===== config.mk =====
export PLATFORM = sky130hd
export DESIGN_NAME = job_slot_dispatcher
export DESIGN_NICKNAME = d
export VERILOG_FILES = /design/src/hw/rtl/jsd_pkg.sv /design/src/hw/rtl/job_slot_dispatcher.sv
export VERILOG_INCLUDE_DIRS = /design/src /design/src/hw/rtl
export SDC_FILE = /design/constraint.sdc
export NUM_CORES = 2
export LEC_CHECK = 0
export ABC_AREA = 1
export BUFFER_PORTS_ARGS = -buffer_cell sky130_fd_sc_hd__buf_2
export CELL_PAD_IN_SITES_DETAIL_PLACEMENT = 0
export CELL_PAD_IN_SITES_GLOBAL_PLACEMENT = 1
export CORE_AREA = 3 3 543 545
export DETAILED_ROUTE_END_ITERATION = 7
export DIE_AREA = 0 0 546 548
export PLACE_DENSITY_LB_ADDON = 0.1
export RECOVER_POWER = 25
export REMOVE_ABC_BUFFERS = 1
export SYNTH_ARGS = -nofsm -noshare
export SYNTH_HDL_FRONTEND = slang
export SYNTH_SLANG_ARGS = --single-unit

===== constraint.sdc =====
create_clock -name i_clk -period 24.9 [get_ports i_clk]
set_clock_uncertainty 0.15 [all_clocks]
set_input_delay 4.98 -clock i_clk [delete_from_list [all_inputs] [get_ports i_clk]]
set_output_delay 4.98 -clock i_clk [all_outputs]
set_load 0.1 [all_outputs]

===== src/hw/rtl/job_slot_dispatcher_assert.svh =====
// Assertion macros shared by the job slot dispatcher RTL.
// Depends on nothing; included inside the module body that uses it.
`ifndef JOB_SLOT_DISPATCHER_ASSERT_SVH
`define JOB_SLOT_DISPATCHER_ASSERT_SVH

// The consequent must hold in the same cycle as the antecedent.
`define JSD_ASSERT_NOW(label, clk, rst_n, ante, cons, msg) \
    label: assert property (@(posedge clk) disable iff (!rst_n) (ante) |-> (cons)) \
        else $error(msg);

// The consequent must hold in the cycle after the antecedent.
`define JSD_ASSERT_NEXT(label, clk, rst_n, ante, cons, msg) \
    label: assert property (@(posedge clk) disable iff (!rst_n) (ante) |=> (cons)) \
        else $error(msg);

`endif


===== src/hw/rtl/jsd_pkg.sv =====
// Package for the job slot dispatcher: operation, state and status codes,
// the slot record type and its reset value. Depends on nothing.
package jsd_pkg;

    localparam int MAX_SLOTS_DEF = 16;

    // Operation codes
    localparam logic [2:0] OP_CLAIM    = 3'd0;
    localparam logic [2:0] OP_COMPLETE = 3'd1;
    localparam logic [2:0] OP_CANCEL   = 3'd2;
    localparam logic [2:0] OP_RETRY    = 3'd3;
    localparam logic [2:0] OP_GET      = 3'd4;

    // Slot states
    localparam logic [2:0] ST_QUEUED    = 3'd0;
    localparam logic [2:0] ST_RUNNING   = 3'd1;
    localparam logic [2:0] ST_SUCCEEDED = 3'd2;
    localparam logic [2:0] ST_FAILED    = 3'd3;
    localparam logic [2:0] ST_CANCELLED = 3'd4;

    // Status codes of a result
    localparam logic [1:0] RES_OK      = 2'd0;
    localparam logic [1:0] RES_INVALID = 2'd1;
    localparam logic [1:0] RES_BLOCK   = 2'd2;
    localparam logic [1:0] RES_EMPTY   = 2'd3;

    // Completion and result codes
    localparam logic [7:0] CODE_SUCCESS = 8'd0;
    localparam logic [7:0] CODE_CANCEL  = 8'd1;
    localparam logic [7:0] CODE_CAPPED  = 8'd254;
    localparam logic [7:0] NO_RESULT    = 8'd255;

    localparam logic [31:0] RETRY_MAX = 32'hFFFF_FFFF;
    localparam logic [4:0]  COUNT_MAX = 5'd31;

    // Configuration register indexes and reset values
    localparam logic [1:0] CFG_SLOTS = 2'd0;
    localparam logic [1:0] CFG_LIMIT = 2'd1;
    localparam logic [1:0] CFG_PAUSE = 2'd2;
    localparam logic [4:0] SLOTS_RESET = 5'd16;
    localparam logic [4:0] LIMIT_RESET = 5'd1;

    typedef struct packed {
        logic [2:0]  state;
        logic [63:0] started;
        logic [63:0] finished;
        logic [31:0] retries;
        logic [7:0]  result;
    } t_rec;

    typedef struct packed {
        logic [1:0]  status;
        logic [3:0]  claimed_slot;
        logic [4:0]  cancelled_count;
        logic [2:0]  slot_state_out;
        logic [63:0] slot_started;
        logic [63:0] slot_finished;
        logic [31:0] slot_retries;
        logic [7:0]  slot_result;
    } t_result;

    localparam t_rec REC_RESET = '{
        state:    ST_QUEUED,
        started:  64'd0,
        finished: 64'd0,
        retries:  32'd0,
        result:   NO_RESULT
    };

endpackage


===== src/hw/rtl/job_slot_dispatcher.sv =====
// Job slot dispatcher top level: slot table memory, scan sequencer and
// stream ports. Depends on jsd_pkg and job_slot_dispatcher_assert.svh.

// The block keeps a table of MAX_SLOTS job slots in one memory with a
// registered read port and one write port; a valid bit per slot makes an
// unwritten slot read as queued with zero times, zero retries and no result,
// so no clearing pass follows reset. One command is a stream transaction on
// the slave side and yields exactly one result transaction on the master
// side. The block handles one command at a time. A claim or a cancel walks
// the slots from index zero through the memory port, one slot per cycle,
// with the read of the next slot overlapped with the update of the current
// one. Complete, retry and get read a single slot, and complete and retry
// may update it. Refusals that need no slot (paused or limit reached, slot
// out of range, unknown operation) are given without reading the table.
// The next command is taken in the cycle after the result is loaded into
// the output register, even while that result still waits on the master
// side. Configuration writes go straight into their registers and must
// only be issued while the block is idle; they never touch the slot table
// or the running job count.
module job_slot_dispatcher
    import jsd_pkg::*;
#(
    parameter int MAX_SLOTS = MAX_SLOTS_DEF
) (
    input  logic         i_clk,
    input  logic         i_rst_n,
    // Configuration write port
    input  logic         i_cfg_we,
    input  logic [1:0]   i_cfg_index,
    input  logic [4:0]   i_cfg_data,
    // Command stream
    input  logic         s_axis_tvalid,
    output logic         s_axis_tready,
    // operation[2:0], slot_index[6:3], time_now[70:7], completion_code[78:71],
    // status_present[79]
    input  logic [79:0]  s_axis_tdata,
    // Result stream
    output logic         m_axis_tvalid,
    input  logic         m_axis_tready,
    // status[1:0], claimed_slot[5:2], cancelled_count[10:6],
    // slot_state_out[13:11], slot_started[77:14], slot_finished[141:78],
    // slot_retries[173:142], slot_result[181:174], zero fill[183:182]
    output logic [183:0] m_axis_tdata
);

    // Address width of the table and width of a counter that reaches
    // MAX_SLOTS itself.
    localparam int AW = (MAX_SLOTS > 1) ? $clog2(MAX_SLOTS) : 1;
    localparam int CW = $clog2(MAX_SLOTS + 1);

    // Sequencer states
    localparam logic [2:0] S_IDLE = 3'd0;
    localparam logic [2:0] S_SCAN = 3'd1;
    localparam logic [2:0] S_READ = 3'd2;
    localparam logic [2:0] S_EXEC = 3'd3;
    localparam logic [2:0] S_DONE = 3'd4;

    // Configuration registers
    logic [4:0] r_slots;
    logic [4:0] r_limit;
    logic       r_pause;

    // Sequencer and command registers
    logic [2:0]    r_state, n_state;
    logic [2:0]    r_op, n_op;
    logic [AW-1:0] r_addr, n_addr;
    logic [63:0]   r_time, n_time;
    logic [7:0]    r_code, n_code;
    logic          r_present, n_present;
    logic [CW-1:0] r_idx, n_idx;
    logic          r_pend, n_pend;
    logic [AW-1:0] r_eval_idx, n_eval_idx;
    logic [4:0]    r_count, n_count;
    logic [4:0]    r_active, n_active;
    t_result       r_res, n_res;

    // Output register
    logic         r_out_valid;
    logic [183:0] r_out_data;
    logic         out_load;

    // Slot table
    t_rec           r_mem [MAX_SLOTS];
    logic [MAX_SLOTS-1:0] r_valid;
    t_rec           r_rd_data;
    logic           r_rd_vld;
    logic [AW-1:0]  rd_addr;
    logic           mem_we;
    logic [AW-1:0]  mem_waddr;
    t_rec           mem_wdata;

    // Decoded command fields
    logic [2:0]    in_op;
    logic [3:0]    in_slot;
    logic [63:0]   in_time;
    logic [7:0]    in_code;
    logic          in_present;

    logic [CW-1:0] live_n;
    logic          in_range;
    t_rec          eval_rec;
    logic          hit;
    logic [4:0]    count_inc;

    assign in_op      = s_axis_tdata[2:0];
    assign in_slot    = s_axis_tdata[6:3];
    assign in_time    = s_axis_tdata[70:7];
    assign in_code    = s_axis_tdata[78:71];
    assign in_present = s_axis_tdata[79];

    // Slots in use above the table depth count as the full table.
    assign live_n   = (32'(r_slots) > MAX_SLOTS) ? CW'(MAX_SLOTS) : CW'(r_slots);
    assign in_range = 32'(in_slot) < 32'(live_n);

    // A slot never written since reset reads as its reset record.
    assign eval_rec  = r_rd_vld ? r_rd_data : REC_RESET;
    assign hit       = r_pend && (eval_rec.state == ST_QUEUED);
    assign count_inc = (r_count == COUNT_MAX) ? r_count : r_count + 5'd1;

    // During a scan the counter addresses the table; otherwise the slot
    // named by the command does.
    assign rd_addr = (r_state == S_SCAN) ? r_idx[AW-1:0] : r_addr;

    assign s_axis_tready = (r_state == S_IDLE);
    assign out_load      = (r_state == S_DONE) && (!r_out_valid || m_axis_tready);
    assign m_axis_tvalid = r_out_valid;
    assign m_axis_tdata  = r_out_data;

    always_comb begin
        n_state    = r_state;
        n_op       = r_op;
        n_addr     = r_addr;
        n_time     = r_time;
        n_code     = r_code;
        n_present  = r_present;
        n_idx      = r_idx;
        n_pend     = r_pend;
        n_eval_idx = r_eval_idx;
        n_count    = r_count;
        n_active   = r_active;
        n_res      = r_res;
        mem_we     = 1'b0;
        mem_waddr  = r_eval_idx;
        mem_wdata  = eval_rec;

        case (r_state)
            S_IDLE: begin
                if (s_axis_tvalid) begin
                    n_op      = in_op;
                    n_addr    = AW'(32'(in_slot));
                    n_time    = in_time;
                    n_code    = in_code;
                    n_present = in_present;
                    n_idx     = '0;
                    n_pend    = 1'b0;
                    n_count   = '0;
                    n_res     = '0;
                    if (in_op == OP_CLAIM) begin
                        if (r_pause || (r_active >= r_limit)) begin
                            n_res.status = RES_BLOCK;
                            n_state      = S_DONE;
                        end else begin
                            n_state = S_SCAN;
                        end
                    end else if (in_op == OP_CANCEL) begin
                        n_state = S_SCAN;
                    end else if (in_op inside {OP_COMPLETE, OP_RETRY, OP_GET}) begin
                        if (in_range) begin
                            n_state = S_READ;
                        end else begin
                            n_res.status = RES_INVALID;
                            n_state      = S_DONE;
                        end
                    end else begin
                        n_res.status = RES_INVALID;
                        n_state      = S_DONE;
                    end
                end
            end

            S_SCAN: begin
                // Evaluate the slot read last cycle while reading the next.
                if (r_op == OP_CLAIM) begin
                    if (hit) begin
                        mem_we             = 1'b1;
                        mem_wdata.state    = ST_RUNNING;
                        mem_wdata.started  = r_time;
                        mem_wdata.finished = 64'd0;
                        mem_wdata.result   = NO_RESULT;
                        n_active           = r_active + 5'd1;
                        n_res.status       = RES_OK;
                        n_res.claimed_slot = 4'(32'(r_eval_idx));
                        n_state            = S_DONE;
                    end else if (r_idx >= live_n) begin
                        n_res.status = RES_EMPTY;
                        n_state      = S_DONE;
                    end else begin
                        n_idx      = r_idx + CW'(1);
                        n_pend     = 1'b1;
                        n_eval_idx = r_idx[AW-1:0];
                    end
                end else begin
                    if (hit) begin
                        mem_we             = 1'b1;
                        mem_wdata.state    = ST_CANCELLED;
                        mem_wdata.finished = r_time;
                        mem_wdata.result   = CODE_CANCEL;
                        n_count            = count_inc;
                    end
                    if (r_idx >= live_n) begin
                        n_res.status          = RES_OK;
                        n_res.cancelled_count = hit ? count_inc : r_count;
                        n_state               = S_DONE;
                    end else begin
                        n_idx      = r_idx + CW'(1);
                        n_pend     = 1'b1;
                        n_eval_idx = r_idx[AW-1:0];
                    end
                end
            end

            S_READ: begin
                n_state = S_EXEC;
            end

            S_EXEC: begin
                mem_waddr = r_addr;
                n_state   = S_DONE;
                case (r_op)
                    OP_COMPLETE: begin
                        if ((eval_rec.state != ST_RUNNING) || (r_time < eval_rec.started) ||
                            ((r_code == CODE_SUCCESS) && !r_present)) begin
                            n_res.status = RES_INVALID;
                        end else begin
                            mem_we             = 1'b1;
                            mem_wdata.finished = r_time;
                            mem_wdata.result   = (r_code == NO_RESULT) ? CODE_CAPPED : r_code;
                            if (r_code == CODE_SUCCESS) begin
                                mem_wdata.state = ST_SUCCEEDED;
                            end else if (r_code == CODE_CANCEL) begin
                                mem_wdata.state = ST_CANCELLED;
                            end else begin
                                mem_wdata.state = ST_FAILED;
                            end
                            if (r_active != 5'd0) begin
                                n_active = r_active - 5'd1;
                            end
                            n_res.status = RES_OK;
                        end
                    end
                    OP_RETRY: begin
                        if (!(eval_rec.state inside {ST_FAILED, ST_CANCELLED}) ||
                            (eval_rec.retries == RETRY_MAX)) begin
                            n_res.status = RES_INVALID;
                        end else begin
                            mem_we             = 1'b1;
                            mem_wdata.state    = ST_QUEUED;
                            mem_wdata.started  = 64'd0;
                            mem_wdata.finished = 64'd0;
                            mem_wdata.retries  = eval_rec.retries + 32'd1;
                            mem_wdata.result   = NO_RESULT;
                            n_res.status       = RES_OK;
                        end
                    end
                    default: begin
                        n_res.status         = RES_OK;
                        n_res.slot_state_out = eval_rec.state;
                        n_res.slot_started   = eval_rec.started;
                        n_res.slot_finished  = eval_rec.finished;
                        n_res.slot_retries   = eval_rec.retries;
                        n_res.slot_result    = eval_rec.result;
                    end
                endcase
            end

            S_DONE: begin
                if (out_load) begin
                    n_state = S_IDLE;
                end
            end

            default: begin
                n_state = S_IDLE;
            end
        endcase
    end

    // Control state
    always_ff @(posedge i_clk) begin
        if (!i_rst_n) begin
            r_state     <= S_IDLE;
            r_active    <= 5'd0;
            r_valid     <= '0;
            r_out_valid <= 1'b0;
            r_slots     <= SLOTS_RESET;
            r_limit     <= LIMIT_RESET;
            r_pause     <= 1'b0;
        end else begin
            r_state  <= n_state;
            r_active <= n_active;
            if (mem_we) begin
                r_valid[mem_waddr] <= 1'b1;
            end
            if (out_load) begin
                r_out_valid <= 1'b1;
            end else if (m_axis_tready) begin
                r_out_valid <= 1'b0;
            end
            if (i_cfg_we) begin
                case (i_cfg_index)
                    CFG_SLOTS: r_slots <= i_cfg_data;
                    CFG_LIMIT: r_limit <= i_cfg_data;
                    CFG_PAUSE: r_pause <= i_cfg_data[0];
                    default: begin
                    end
                endcase
            end
        end
    end

    // Payload and command registers
    always_ff @(posedge i_clk) begin
        r_op       <= n_op;
        r_addr     <= n_addr;
        r_time     <= n_time;
        r_code     <= n_code;
        r_present  <= n_present;
        r_idx      <= n_idx;
        r_pend     <= n_pend;
        r_eval_idx <= n_eval_idx;
        r_count    <= n_count;
        r_res      <= n_res;
        if (out_load) begin
            r_out_data <= {2'b00, r_res.slot_result, r_res.slot_retries,
                           r_res.slot_finished, r_res.slot_started,
                           r_res.slot_state_out, r_res.cancelled_count,
                           r_res.claimed_slot, r_res.status};
        end
    end

    // Slot table memory with registered read
    always_ff @(posedge i_clk) begin
        if (mem_we) begin
            r_mem[mem_waddr] <= mem_wdata;
        end
        r_rd_data <= r_mem[rd_addr];
        r_rd_vld  <= r_valid[rd_addr];
    end

    `include "job_slot_dispatcher_assert.svh"

    // Table writes happen only while a command is being worked on, at a
    // slot inside the table.
    `JSD_ASSERT_NOW(a_write_scope, i_clk, i_rst_n, mem_we,
        (32'(mem_waddr) < MAX_SLOTS) && ((r_state == S_SCAN) || (r_state == S_EXEC)),
        "slot table written outside a command or beyond its depth")

    // A claim that starts a slot raises the running count by one and ends.
    `JSD_ASSERT_NEXT(a_claim_count, i_clk, i_rst_n,
        (r_state == S_SCAN) && (r_op == OP_CLAIM) && mem_we,
        (r_active == $past(r_active) + 5'd1) && (r_state == S_DONE),
        "claim did not update the running count")

    // A loaded result is offered on the next cycle and the block is free.
    `JSD_ASSERT_NEXT(a_result_offered, i_clk, i_rst_n, out_load,
        m_axis_tvalid && s_axis_tready,
        "result not offered after load")

endmodule


==> results.yml <==
logic_synthesis:
  syn-cell-area_mm2: 0.133
  yosysTopAreaCell: "edfxtp_1"
  synth_most_common_cell: "edfxtp_1"
  synth_xor_area_share_pct: 0.223
  synth.top_cell.area_share_pct: 71.9
  yosys-top-cells-count: "edfxtp_1 (3,195), nor2_1 (1,943), o21ai_0 (1,567)"
  netlist_instances: 10344
  yosys_warnings: 0
  synth-main-ff-cell: "edfxtp_1"
  yosys.area_share.simple_pct: 7.90
  synth-edff-count: 3195
  muxShareOfSynthArea_pct: 0
  avgSynthCellArea_um2: 12.9
  async_reset_ff_share_pct: 0
  synth_cell_types: 53
  yosys-top-cells-area: "edfxtp_1 (72%), o21ai_0 (5.9%), nor2_1 (5.5%)"
  synth_top_family_by_area: "compound AO/OA/AOI/OAI gates"
  ys_ff_latch: 3403
  seq_area_frac_synth_pct: 75.0
  synth_compound_area_share_pct: 13.0
  synth_adder_area_share_pct: 0.784
run_status:
  failed_checks: "max-capacitance violations, max-slew violations"
  status: "finished with violations"
global_route:
  track_usage_pct: 28.1
  grt_pass1_wl_mm: 614
  grt_pass1_vias: 84169
  grt_max_degree: 172
  overflow: 0
  antenna_found_initial: 29
sta:
  max_freq_mhz: 60.2
  slew_headroom_pct: -390
  hold_viol: 0
  slew_viol_final: 1805
  fin_ws_ns: 8.30
  rsz0062_at_grt: "false"
  timing.final.crit_share_pct: 66.7
  setup_viol: 0
  worst_pin_slew_ns: 7.34
  layout_min_cycle_time_ns: 16.60
  setup_tns_ns: 0
cells_and_area:
  drive_above_1_share_pct: 8.87
  final_area_mm2: 0.150
  area_growth_pct: 12.8
  fin_nets: 10685
cts:
  postCtsHoldBufs: 0
  clk_latency_ns: 0.93
  path_clk_slew_ns: 0.06
  root_buffer: "clkbuf_16"
  clock_sinks: 3403
  cts_buffer_depth: 4
  cts_resized: 0
  numCtsBuffers: 362
  cts.htree.levels: 5
  cts_tree: "yes"
  postCtsSetupRepairBufs: 0
setup_path:
  crit_path_max_fanout: 83
  worst_setup_path_end_kind: "flop"
  cp_data_arrival_time_ns: 17.20
  reg2reg_depth: 16
  cp-start-kind: "flop"
  critPathRequiredTime_ns: 25.49
  worstSetupPathType: "reg2reg"
  reg2reg_slack_ns: 8.30
pwr:
  p_leak_nw: 49.9
  intPower_mw: 11.0
  p_per_area_mw_per_mm2: 107
  pwr-share-comb_pct: 20.8
  sequentialPowerShare_pct: 45.4
  p_switching_mw: 5.03
  switching_share_pct: 31.3
  vdd_drop_max_uv: 60.4
  p_clk_share_pct: 33.9
place:
  gp_congestion: 0.846
  dpl_cell_area_mm2: 0.139
  hpwl_mm: 234
  pre_cts_ws_ns: 15.95
  io_buffers: 275
drt:
  drtPass1Iterations: 5
  drt_iter0_drc: 10298
  wirelength_mm: 433
  routedWlPerCell_um: 29.4
  via_count: 88447
  drc: 0
  final_antenna_net_count: 0
  via_per_inst: 6.01
job:
  maxCapViolCount: 36
floorplan:
  die_area_mm2: 0.299
  core_mm2: 0.291
  io_pins: 278
  die_w_um: 546
  die_height_um: 548
  rows: 198
  start_util_pct: 45.9
worst_hold_path:
  min_path_type: "reg2reg"
  hold_depth: 0
through the flow:
| step | cells | utilization [%] | total power [mW] | hold slack (ns) |
|---|---|---|---|---|
| after floorplan | 9652 | - | 9.72 | 0.250 |
| after global placement | 14046 | 47.8 | 10.7 | 0.252 |
| after detailed placement | 14046 | 47.8 | 10.7 | 0.255 |
| after CTS | 14712 | 51.9 | 16.1 | 0.242 |
| after global routing | 14713 | 51.8 | 16.7 | 0.250 |
| final | 14722 | 51.8 | 16.1 | 0.248 |
worst paths after layout:
kind	to	startpoint
setup / recovery	r_rd_data[160]	r_state[0]
hold / removal	m_axis_tdata[20]	r_res[110]
setup reg to reg	r_rd_data[160]	r_state[0]
hold reg to reg	m_axis_tdata[20]	r_res[110]
cell families (layout without fill, tap and decap cells):
logic type	after synthesis	in the layout
flip-flops	3403	3403
AO/OA/AOI/OAI	3100	3100
AND/OR/NAND/NOR	2704	2704
buffers and inverters	1019	1486
adder cells (fa/ha/maj)	83	83
XOR/XNOR	34	34
other	1	12
cell type report:
| class | count | area, µm² |
|---|---|---|
| multi-input cells | 5923 | 29300 |
| clock inverters | 192 | 2050 |
| repair buffers | 494 | 2880 |
| fillers | 24640 | 140000 |
| well taps | 3900 | 4880 |
| clock buffers | 474 | 9940 |
| diodes | 10 | 25.0 |
| inverters | 326 | 1340 |
| flip-flops and latches | 3403 | 100000 |
metal layers:
layer	up-vias	wire [µm]	share of wire (%)	global-route usage, %
li1	38620	-	-	-
met5	-	17	0.0039	0
met1	45140	183000	42	40.4
met2	4098	198000	46	44.0
met4	2	13900	3.2	8.70
met3	587	37800	8.7	4.65
worst max-delay path, stage by stage (launching register included):
cell,delay [ns]
dfxtp_1,0.39
inv_1,0.09
nor2_4,0.07
clkbuf_1,1.58
clkinvlp_2,1.71
nor2_1,0.44
clkbuf_1,2.44
nand2_1,0.38
o21ai_4,0.17
clkbuf_1,1.65
clkbuf_1,2.87
clkbuf_1,2.38
buf_4,0.97
o21ai_0,0.17
o221ai_1,0.22
o21ai_1,0.10
o22ai_1,0.47
cells in the final DEF (no fill, tap or decap), types with 12 or more instances in the layout:
cell type and instances:
a21oi_1 220, a22oi_1 34, buf_12 16, buf_2 195, buf_4 140, bufinv_16 37, clkbuf_1 220, clkbuf_16 372
clkbuf_8 25, clkinv_1 50, clkinv_2 76, dfxtp_1 208, edfxtp_1 3195, ha_1 82, inv_1 301, inv_8 12
nand2_1 586, nand3_1 94, nand4_1 19, nor2_1 1941, nor2_4 12, nor3_1 21, o211ai_1 17, o21ai_0 1639
o21ai_1 248, o21bai_1 15, o221ai_1 157, o22ai_1 724, xor2_1 21
power by group through the flow:
stage	clock, mW	sequential (mW)	combinational [mW]
6_report	5.44	7.29	3.34
5_1_grt	5.77	7.30	3.62
4_1_cts	5.53	7.27	3.33
3_5_place_dp	0	7.39	3.32
3_3_place_gp	0	7.39	3.28
2_1_floorplan	0	7.60	2.12
state kept, by name (all words and copies together), names as in the netlist:
signal,cells
r_valid,16
r_state,3
r_op,3
r_code,8
r_pend,1
r_time,64
r_active,5
r_idx,5
r_eval_idx,4
r_addr,4
r_res,182
r_pause,1
r_limit,5
r_rd_data,171
m_axis_tvalid,1
r_count,5
r_rd_vld,1
r_slots,5
m_axis_tdata,182
r_present,1
r_mem,2736
No activity file was read; power rests on OpenSTA's default activity.
